File: config.mk
export PLATFORM = sky130hd
export DESIGN_NAME = top4_weight_quantizer
export DESIGN_NICKNAME = d
export VERILOG_FILES = /design/src/sv/t4q_pkg.sv /design/src/sv/top4_weight_quantizer.sv /design/src/sv/t4q_select.sv /design/src/sv/t4q_div_lane.sv /design/src/sv/t4q_merge.sv
export VERILOG_INCLUDE_DIRS = /design/src /design/src/sv
export SDC_FILE = /design/constraint.sdc
export NUM_CORES = 2
export LEC_CHECK = 0
export ABC_CLOCK_PERIOD_IN_PS = 11600
export BUFFER_PORTS_ARGS = -buffer_cell sky130_fd_sc_hd__clkbuf_2
export CORE_MARGIN = 1
export CORE_UTILIZATION = 50
export DETAILED_ROUTE_END_ITERATION = 12
export PLACE_DENSITY_LB_ADDON = 0.3
export SLEW_MARGIN = 10
export SYNTH_ARGS = -nofsm -noshare
export SYNTH_HDL_FRONTEND = slang
export SYNTH_SLANG_ARGS = --single-unit
File: constraint.sdc
create_clock -name clk -period 11.6 [get_ports clk]
set_input_delay 1.16 -clock clk [delete_from_list [all_inputs] [get_ports clk]]
set_output_delay 1.16 -clock clk [all_outputs]
set_load 0.005 [all_outputs]
File: src/sv/top4_weight_quantizer_macros.svh
// Assertion macros for the top-4 weight quantizer.
`ifndef TOP4_WEIGHT_QUANTIZER_MACROS_SVH
`define TOP4_WEIGHT_QUANTIZER_MACROS_SVH

// Implication checked on every clock edge outside reset.
`define T4Q_ASSERT_IMPL(lbl, ante, cons) \
  lbl: assert property (@(posedge clk) disable iff (!rst_n) (ante) |-> (cons)) \
    else $error("assertion failed");

// Implication whose consequent is checked in the cycle after the antecedent.
`define T4Q_ASSERT_NEXT(lbl, ante, cons) \
  lbl: assert property (@(posedge clk) disable iff (!rst_n) (ante) |=> (cons)) \
    else $error("assertion failed");

`endif

File: src/sv/t4q_pkg.sv
// Package: types, constants and helpers of the top-4 weight quantizer.
`default_nettype none
package t4q_pkg;
  localparam int NumBiomes = 8;
  localparam int NumIn = 8;
  localparam int MaxKeep = 4;
  localparam int FullScale = 255;
  localparam int DivStages = 8;

  typedef logic signed [15:0] weight_t;
  typedef logic [2:0] idx_t;
  typedef logic [14:0] mag_t;
  typedef logic [16:0] sum_t;
  typedef logic [22:0] prod_t;
  typedef logic [7:0] share_t;

  typedef struct packed {
    logic valid;
    logic [MaxKeep-1:0] on;
    idx_t [MaxKeep-1:0] idx;
    mag_t [MaxKeep-1:0] kw;
    logic [2:0] cnt;
  } sel_t;

  // Lane context traveling alongside the dividers.
  typedef struct packed {
    logic valid;
    logic [MaxKeep-1:0] on;
    idx_t [MaxKeep-1:0] idx;
    logic [2:0] cnt;
  } ctx_t;

  // w_a outranks w_b; equal weights go to the lower index.
  function automatic logic beats(input weight_t wa, input idx_t ia,
                                 input weight_t wb, input idx_t ib);
    beats = (wa > wb) || ((wa == wb) && (ia < ib));
  endfunction
endpackage
`default_nettype wire

File: src/sv/top4_weight_quantizer.sv
// Top level of the top-4 weight quantizer.
// Usage:
//  - Drive in_weight_0..7 and pulse start; an item is accepted whenever start
//    is high and busy is low. busy is always low: one item every cycle.
//  - Stage 1 ranks the eight weights in one registered compare network and
//    keeps up to four strongest positive ones (ties to lower biome index).
//  - Stage 2 sums the kept weights and forms w*255 in four lanes.
//  - Four divider lanes, 8 pipeline stages each (one quotient bit a stage),
//    give floor(w*255/sum) and the exact remainder.
//  - The merge stage gives the leftover units to the largest remainders.
//  - Items pass sel_r, ctx_r[0], the divider stages and the merge register;
//    throughput one item per cycle, set by the fully pipelined divider lanes.
//  - Results appear for exactly one cycle with out_strobe high; the receiver
//    cannot stall, so nothing is held back.
//  - Reset (rst_n low, synchronous) clears all valid flags; items in flight
//    are dropped.
//  - No positive weight: all result fields are zero.
`default_nettype none
module top4_weight_quantizer (
  input  logic clk,
  input  logic rst_n,
  input  logic start,
  output logic busy,
  input  logic signed [15:0] in_weight_0,
  input  logic signed [15:0] in_weight_1,
  input  logic signed [15:0] in_weight_2,
  input  logic signed [15:0] in_weight_3,
  input  logic signed [15:0] in_weight_4,
  input  logic signed [15:0] in_weight_5,
  input  logic signed [15:0] in_weight_6,
  input  logic signed [15:0] in_weight_7,
  output logic out_strobe,
  output logic [2:0] out_layer_0,
  output logic [2:0] out_layer_1,
  output logic [2:0] out_layer_2,
  output logic [2:0] out_layer_3,
  output logic [7:0] out_share_0,
  output logic [7:0] out_share_1,
  output logic [7:0] out_share_2,
  output logic [7:0] out_share_3,
  output logic [2:0] out_kept_count
);
`include "top4_weight_quantizer_macros.svh"

  t4q_pkg::weight_t [t4q_pkg::NumIn-1:0] w;
  t4q_pkg::sel_t sel_r;
  t4q_pkg::prod_t [t4q_pkg::MaxKeep-1:0] prod_r, prod_nxt;
  t4q_pkg::sum_t sum_r, sum_nxt;
  t4q_pkg::ctx_t ctx_r [t4q_pkg::DivStages+1];
  t4q_pkg::share_t [t4q_pkg::MaxKeep-1:0] quo;
  t4q_pkg::sum_t [t4q_pkg::MaxKeep-1:0] rem;
  t4q_pkg::idx_t [t4q_pkg::MaxKeep-1:0] layer;
  t4q_pkg::share_t [t4q_pkg::MaxKeep-1:0] share;

  assign busy = 1'b0;
  assign w = {in_weight_7, in_weight_6, in_weight_5, in_weight_4,
              in_weight_3, in_weight_2, in_weight_1, in_weight_0};

  t4q_select u_sel (
    .clk(clk), .rst_n(rst_n), .in_valid(start && !busy), .w(w), .sel_r(sel_r)
  );

  // Sum and scale stage.
  always_comb begin
    sum_nxt = '0;
    for (int k = 0; k < t4q_pkg::MaxKeep; k++) begin
      prod_nxt[k] = '0;
      if (sel_r.on[k]) begin
        sum_nxt = sum_nxt + 17'(sel_r.kw[k]);
        prod_nxt[k] = (23'(sel_r.kw[k]) << 8) - 23'(sel_r.kw[k]);
      end
    end
    // Empty set: divide by 1 to keep lanes quiet; outputs are masked anyway.
    if (sel_r.cnt == 3'd0) sum_nxt = 17'd1;
  end

  always_ff @(posedge clk) begin
    if (!rst_n) begin
      ctx_r[0].valid <= 1'b0;
    end else begin
      ctx_r[0].valid <= sel_r.valid;
    end
    ctx_r[0].on <= sel_r.on;
    ctx_r[0].idx <= sel_r.idx;
    ctx_r[0].cnt <= sel_r.cnt;
    prod_r <= prod_nxt;
    sum_r <= sum_nxt;
  end

  // Context pipe matches the divider depth.
  for (genvar s = 0; s < t4q_pkg::DivStages; s++) begin : g_ctx
    always_ff @(posedge clk) begin
      if (!rst_n) begin
        ctx_r[s+1].valid <= 1'b0;
      end else begin
        ctx_r[s+1].valid <= ctx_r[s].valid;
      end
      ctx_r[s+1].on <= ctx_r[s].on;
      ctx_r[s+1].idx <= ctx_r[s].idx;
      ctx_r[s+1].cnt <= ctx_r[s].cnt;
    end
  end

  for (genvar k = 0; k < t4q_pkg::MaxKeep; k++) begin : g_lane
    t4q_div_lane u_div (
      .clk(clk), .prod(prod_r[k]), .sum(sum_r), .quo_r(quo[k]), .rem_r(rem[k])
    );
  end

  logic [2:0] cnt;
  t4q_merge u_merge (
    .clk(clk), .rst_n(rst_n),
    .ctx(ctx_r[t4q_pkg::DivStages]),
    .quo(quo), .rem(rem), .out_strobe(out_strobe),
    .layer_r(layer), .share_r(share), .cnt_r(cnt)
  );

  assign out_layer_0 = layer[0];
  assign out_layer_1 = layer[1];
  assign out_layer_2 = layer[2];
  assign out_layer_3 = layer[3];
  assign out_share_0 = share[0];
  assign out_share_1 = share[1];
  assign out_share_2 = share[2];
  assign out_share_3 = share[3];
  assign out_kept_count = cnt;

  `T4Q_ASSERT_IMPL(a_sum_255, out_strobe && cnt != 3'd0,
    9'(share[0]) + 9'(share[1]) + 9'(share[2]) + 9'(share[3]) == 9'd255)
  `T4Q_ASSERT_IMPL(a_empty, out_strobe && cnt == 3'd0,
    share[0] == 8'd0 && layer[0] == 3'd0)
  `T4Q_ASSERT_NEXT(a_sel_cnt, sel_r.valid, ctx_r[0].cnt <= 3'd4)
endmodule
`default_nettype wire

File: src/sv/t4q_select.sv
// Ranking stage: picks up to four strongest positive weights.
`default_nettype none
module t4q_select (
  input  logic clk,
  input  logic rst_n,
  input  logic in_valid,
  input  t4q_pkg::weight_t [t4q_pkg::NumIn-1:0] w,
  output t4q_pkg::sel_t sel_r
);
  t4q_pkg::sel_t sel_nxt;
  logic [t4q_pkg::NumIn-1:0] act;
  logic [2:0] rank [t4q_pkg::NumIn];

  always_comb begin
    sel_nxt = '0;
    sel_nxt.valid = in_valid;
    for (int i = 0; i < t4q_pkg::NumIn; i++) begin
      act[i] = (i < t4q_pkg::NumBiomes) && (w[i] > 16'sd0);
      rank[i] = '0;
      for (int j = 0; j < t4q_pkg::NumIn; j++) begin
        if (j != i && act[i] && (j < t4q_pkg::NumBiomes) && (w[j] > 16'sd0) &&
            t4q_pkg::beats(w[j], 3'(j), w[i], 3'(i)))
          rank[i] = rank[i] + 3'd1;
      end
    end
    for (int i = 0; i < t4q_pkg::NumIn; i++) begin
      if (act[i]) begin
        for (int k = 0; k < t4q_pkg::MaxKeep; k++) begin
          if (rank[i] == 3'(k)) begin
            sel_nxt.on[k] = 1'b1;
            sel_nxt.idx[k] = 3'(i);
            sel_nxt.kw[k] = w[i][14:0];
          end
        end
      end
    end
    sel_nxt.cnt = 3'($countones(sel_nxt.on));
  end

  always_ff @(posedge clk) begin
    if (!rst_n) begin
      sel_r.valid <= 1'b0;
    end else begin
      sel_r.valid <= sel_nxt.valid;
    end
    sel_r.on <= sel_nxt.on;
    sel_r.idx <= sel_nxt.idx;
    sel_r.kw <= sel_nxt.kw;
    sel_r.cnt <= sel_nxt.cnt;
  end
endmodule
`default_nettype wire

File: src/sv/t4q_div_lane.sv
// Pipelined restoring divider lane: w*255 / sum, quotient 8 bits, remainder.
`default_nettype none
module t4q_div_lane (
  input  logic clk,
  input  t4q_pkg::prod_t prod,
  input  t4q_pkg::sum_t sum,
  output t4q_pkg::share_t quo_r,
  output t4q_pkg::sum_t rem_r
);
  // Quotient fits 8 bits since w <= sum; 8 stages, one bit each.
  t4q_pkg::prod_t p_r [t4q_pkg::DivStages+1];
  t4q_pkg::sum_t d_r [t4q_pkg::DivStages+1];
  logic [17:0] r_r [t4q_pkg::DivStages+1];
  t4q_pkg::share_t q_r [t4q_pkg::DivStages+1];

  always_comb begin
    p_r[0] = prod;
    d_r[0] = sum;
    r_r[0] = '0;
    q_r[0] = '0;
  end

  for (genvar s = 0; s < t4q_pkg::DivStages; s++) begin : g_st
    logic [17:0] r_nxt;
    logic [18:0] trial;
    always_comb begin
      // Bits 22..7 of prod fold in at step 0 (quotient high bits are zero).
      if (s == 0) r_nxt = 18'(p_r[s] >> 7);
      else r_nxt = {r_r[s][16:0], p_r[s][7-s]};
      trial = {1'b0, r_nxt} - {2'b0, d_r[s]};
    end
    always_ff @(posedge clk) begin
      p_r[s+1] <= p_r[s];
      d_r[s+1] <= d_r[s];
      if (!trial[18]) begin
        r_r[s+1] <= trial[17:0];
        q_r[s+1] <= {q_r[s][6:0], 1'b1};
      end else begin
        r_r[s+1] <= r_nxt;
        q_r[s+1] <= {q_r[s][6:0], 1'b0};
      end
    end
  end

  assign quo_r = q_r[t4q_pkg::DivStages];
  assign rem_r = r_r[t4q_pkg::DivStages][16:0];
endmodule
`default_nettype wire

File: src/sv/t4q_merge.sv
// Merge stage: hands leftover units to the largest remainders, registers result.
`default_nettype none
module t4q_merge (
  input  logic clk,
  input  logic rst_n,
  input  t4q_pkg::ctx_t ctx,
  input  t4q_pkg::share_t [t4q_pkg::MaxKeep-1:0] quo,
  input  t4q_pkg::sum_t [t4q_pkg::MaxKeep-1:0] rem,
  output logic out_strobe,
  output t4q_pkg::idx_t [t4q_pkg::MaxKeep-1:0] layer_r,
  output t4q_pkg::share_t [t4q_pkg::MaxKeep-1:0] share_r,
  output logic [2:0] cnt_r
);
  logic [9:0] total;
  logic [2:0] left;
  logic [2:0] pos [t4q_pkg::MaxKeep];
  t4q_pkg::share_t [t4q_pkg::MaxKeep-1:0] share_nxt;
  t4q_pkg::idx_t [t4q_pkg::MaxKeep-1:0] layer_nxt;
  logic strobe_r;

  always_comb begin
    total = '0;
    for (int k = 0; k < t4q_pkg::MaxKeep; k++)
      if (ctx.on[k]) total = total + 10'(quo[k]);
    // At most cnt-1 units remain.
    left = 3'(10'(t4q_pkg::FullScale) - total);
    for (int k = 0; k < t4q_pkg::MaxKeep; k++) begin
      pos[k] = '0;
      for (int j = 0; j < t4q_pkg::MaxKeep; j++)
        if (j != k && ctx.on[j] &&
            ((rem[j] > rem[k]) || ((rem[j] == rem[k]) && (j < k))))
          pos[k] = pos[k] + 3'd1;
      share_nxt[k] = '0;
      layer_nxt[k] = '0;
      if (ctx.on[k]) begin
        share_nxt[k] = quo[k] + ((pos[k] < left) ? 8'd1 : 8'd0);
        layer_nxt[k] = ctx.idx[k];
      end
    end
  end

  always_ff @(posedge clk) begin
    if (!rst_n) begin
      strobe_r <= 1'b0;
    end else begin
      strobe_r <= ctx.valid;
    end
    share_r <= share_nxt;
    layer_r <= layer_nxt;
    cnt_r <= ctx.cnt;
  end
  assign out_strobe = strobe_r;
endmodule
`default_nettype wire

==> flow_summary.ini <==
[detailed_routing]
drt_iter0_markers = 6220
drc_errors = 0
dr.pass1.iters = 7
routedWlPerCell_um = 27.1
drt-total-wl_um = 332000
final_antenna_net_count = 0
num_vias = 75177
viasPerCell = 6.14

[synth]
ys_seq_elements = 1336
synth_ff_type = dfxtp_1
syn_area_per_cell_um2 = 8.58
synth_cells = 9676
synth_nets = 11092
synth-seq-area-share_pct = 32.2
async_flop_share_pct = 0
netlist_area_um2 = 83000
synth_edf_count = 0
ys_types = 99
synth_warnings = 0

[worst_setup_path]
criticalPathCategory = input pin to register
arrival_ps = 10900
start_kind = input pin
path_max_fanout = 15
cp_data_required_time_ps = 12280
path_buf_inv = 5
worstSetupEndpointType = register
worst_path_max_delay_cell = nor2_1
cpMostUsedCell = ha_1
critPathTopFamily = simple AND/OR/NAND/NOR gates
max_stage_delay_ps = 980

[timing]
rsz0062_at_grt = no
fin_crit_sh_pct = 88.1
tightest_slew_ps = 1310
max_clock_freq_mhz = 97.8
final_hold_viol_count = 0
setup_violations = 0
setup_slack_ps = 1380
fin_skew_ps = 57.0
relSlewSlack_pct = 12.6
drv_slew = 0
finalCriticalPeriod_ps = 10220
timing.setup.tns_ps = 0
hold_ws_ps = 318

[cts]
cts_made_buffers = 138
cts_htree_levels = 4
tritoncts = built
cts.repair.resized = 0
ctsHoldBuffers = 0
cts_sinks = 1336
cts_buffer_depth = 3
path_clk_slew_ps = 60
cts_root_buffer = clkbuf_16
clk_latency_ps = 820
postCtsSetupBuffers = 0

[floorplanning]
pin_count = 180
die_h_um = 409
fp-row-count = 149
die_area_um2 = 168000
dieWidth_um = 409
initial_core_util_pct = 50.4
coreArea_um2 = 165000

[place]
dpl_cell_area_um2 = 87000
io_buffer_count = 178
pre_cts_slack_ps = 1500
gp_congestion = 1.08
dp_hpwl_um = 256000

[outcome]
status = finished clean

[worst_hold_path]
hp-class = register to register

[global_routing]
antenna_found_initial = 27
grt_max_degree = 51
grt_pass1_wl_um = 479000
track_usage_pct = 38.7
grt_pass1_vias = 73212
gr-usage-met2_pct = 64.6
overflow = 0
met1_usage_pct = 41.8
met3_usage_pct = 8.90
busiest_layer = met2

[final_layout]
nFillCells = 14933
design_area_um2 = 91900
layout-drive-gt1-share_pct = 7.54
fin_nets = 11328
syn_to_final_growth_pct = 10.7

[flow_run]
maxCapViolCount = 0
[cell usage after synthesis (44+ instances only)]
master | number | area (um^2)
dfxtp_1 | 1336 | 26700
ha_1 | 1246 | 15600
a21oi_1 | 844 | 4220
inv_1 | 843 | 3160
nor2_1 | 749 | 2810
o21ai_0 | 585 | 2930
nand2_1 | 513 | 1930
xnor2_1 | 287 | 2510
nor3_1 | 286 | 1430
nand3_1 | 262 | 1310
nand2b_1 | 200 | 1250
clkbuf_1 | 180 | 676
o21a_1 | 163 | 1220
nand4_1 | 139 | 870
or3_1 | 138 | 863
and2_1 | 134 | 838
nor2b_1 | 126 | 788
xor2_1 | 126 | 1100
a21o_1 | 122 | 916
a211oi_1 | 121 | 908
a21boi_0 | 95 | 713
o31ai_1 | 93 | 698
and3_1 | 91 | 569
nor4_1 | 84 | 526
o211ai_1 | 77 | 578
mux2_2 | 76 | 856
o21bai_1 | 44 | 330
[through the flow]
stage	utilization, %	cells
floorplan	-	9676
global placement	52.8	11961
detailed placement	52.8	11961
CTS	55.7	12208
global route	55.7	12208
finish	55.8	12236
[per-layer routing]
metal	vias up	routed length, um
met2	3228	154000
met5	-	57
met1	35568	121000
li1	35146	-
met3	1227	24300
met4	8	32100
[flip-flops by register name, summed over array words and instances, names as in the netlist]
signal,cells
u_merge.cnt_r,3
g_lane.u_div.q_r,112
g_lane.u_div.d_r,119
u_merge.out_strobe,1
u_merge.share_r,32
sum_r,17
ctx_r,180
prod_r,92
u_sel.sel_r,80
g_lane.u_div.g_st.r_nxt,504
g_lane.u_div.quo_r,32
g_lane.u_div.p_r,84
g_lane.u_div.rem_r,68
u_merge.layer_r,12
[cell usage in the layout (no fill, tap or decap), types with 43 or more instances in the layout]
cell       instances
dfxtp_1         1335
ha_1            1246
a21oi_1          844
inv_1            843
nor2_1           747
o21ai_0          583
nand2_1          513
xnor2_1          287
nor3_1           285
nand3_1          262
nand2b_1         200
clkbuf_2         178
o21a_1           163
buf_4            153
nand4_1          139
or3_1            138
clkbuf_16        138
and2_1           134
xor2_1           126
nor2b_1          126
a21o_1           122
a211oi_1         121
a21boi_0          95
and3_1            91
o31ai_1           91
nor4_1            84
o211ai_1          77
mux2_2            76
o21bai_1          43
or2_2             43
[area by class of cell]
cell class,count,area [um^2],share of cell area [%]
Antenna cell,28,70.1,0.0762
Clock buffer,183,3840,4.18
Clock inverter,64,1010,1.10
Inverter,845,3170,3.45
Multi-Input combinational cell,7260,52300,56.9
Sequential cell,1336,26700,29.1
Tap cell,2189,2740,2.98
Timing Repair Buffer,331,2040,2.22
[worst paths after layout]
kind / startpoint / end / slack (ps) / cells past startpoint
setup / recovery: in_weight_1[13] / u_sel.sel_r[1] / 1380 / 36
hold / removal: g_lane[2].u_div.q_r[8] / g_lane[2].u_div.quo_r[1] / 320 / 0
setup reg to reg: u_sel.sel_r[75] / sum_r[16] / 4950 / 29
hold reg to reg: g_lane[2].u_div.q_r[8] / g_lane[2].u_div.quo_r[1] / 320 / 0
[kinds of logic after synthesis]
logic type	share of synthesized area, %
adder cells (fa/ha/maj)	19.7
flip-flops	32.2
AND/OR/NAND/NOR	17.6
AO/OA/AOI/OAI	19.3
buffers and inverters	4.92
other	0.00452
multiplexers	1.40
XOR/XNOR	4.88
Power is not shown: default switching activity piles up to over one toggle a cycle in this logic, so the estimate is an artifact.
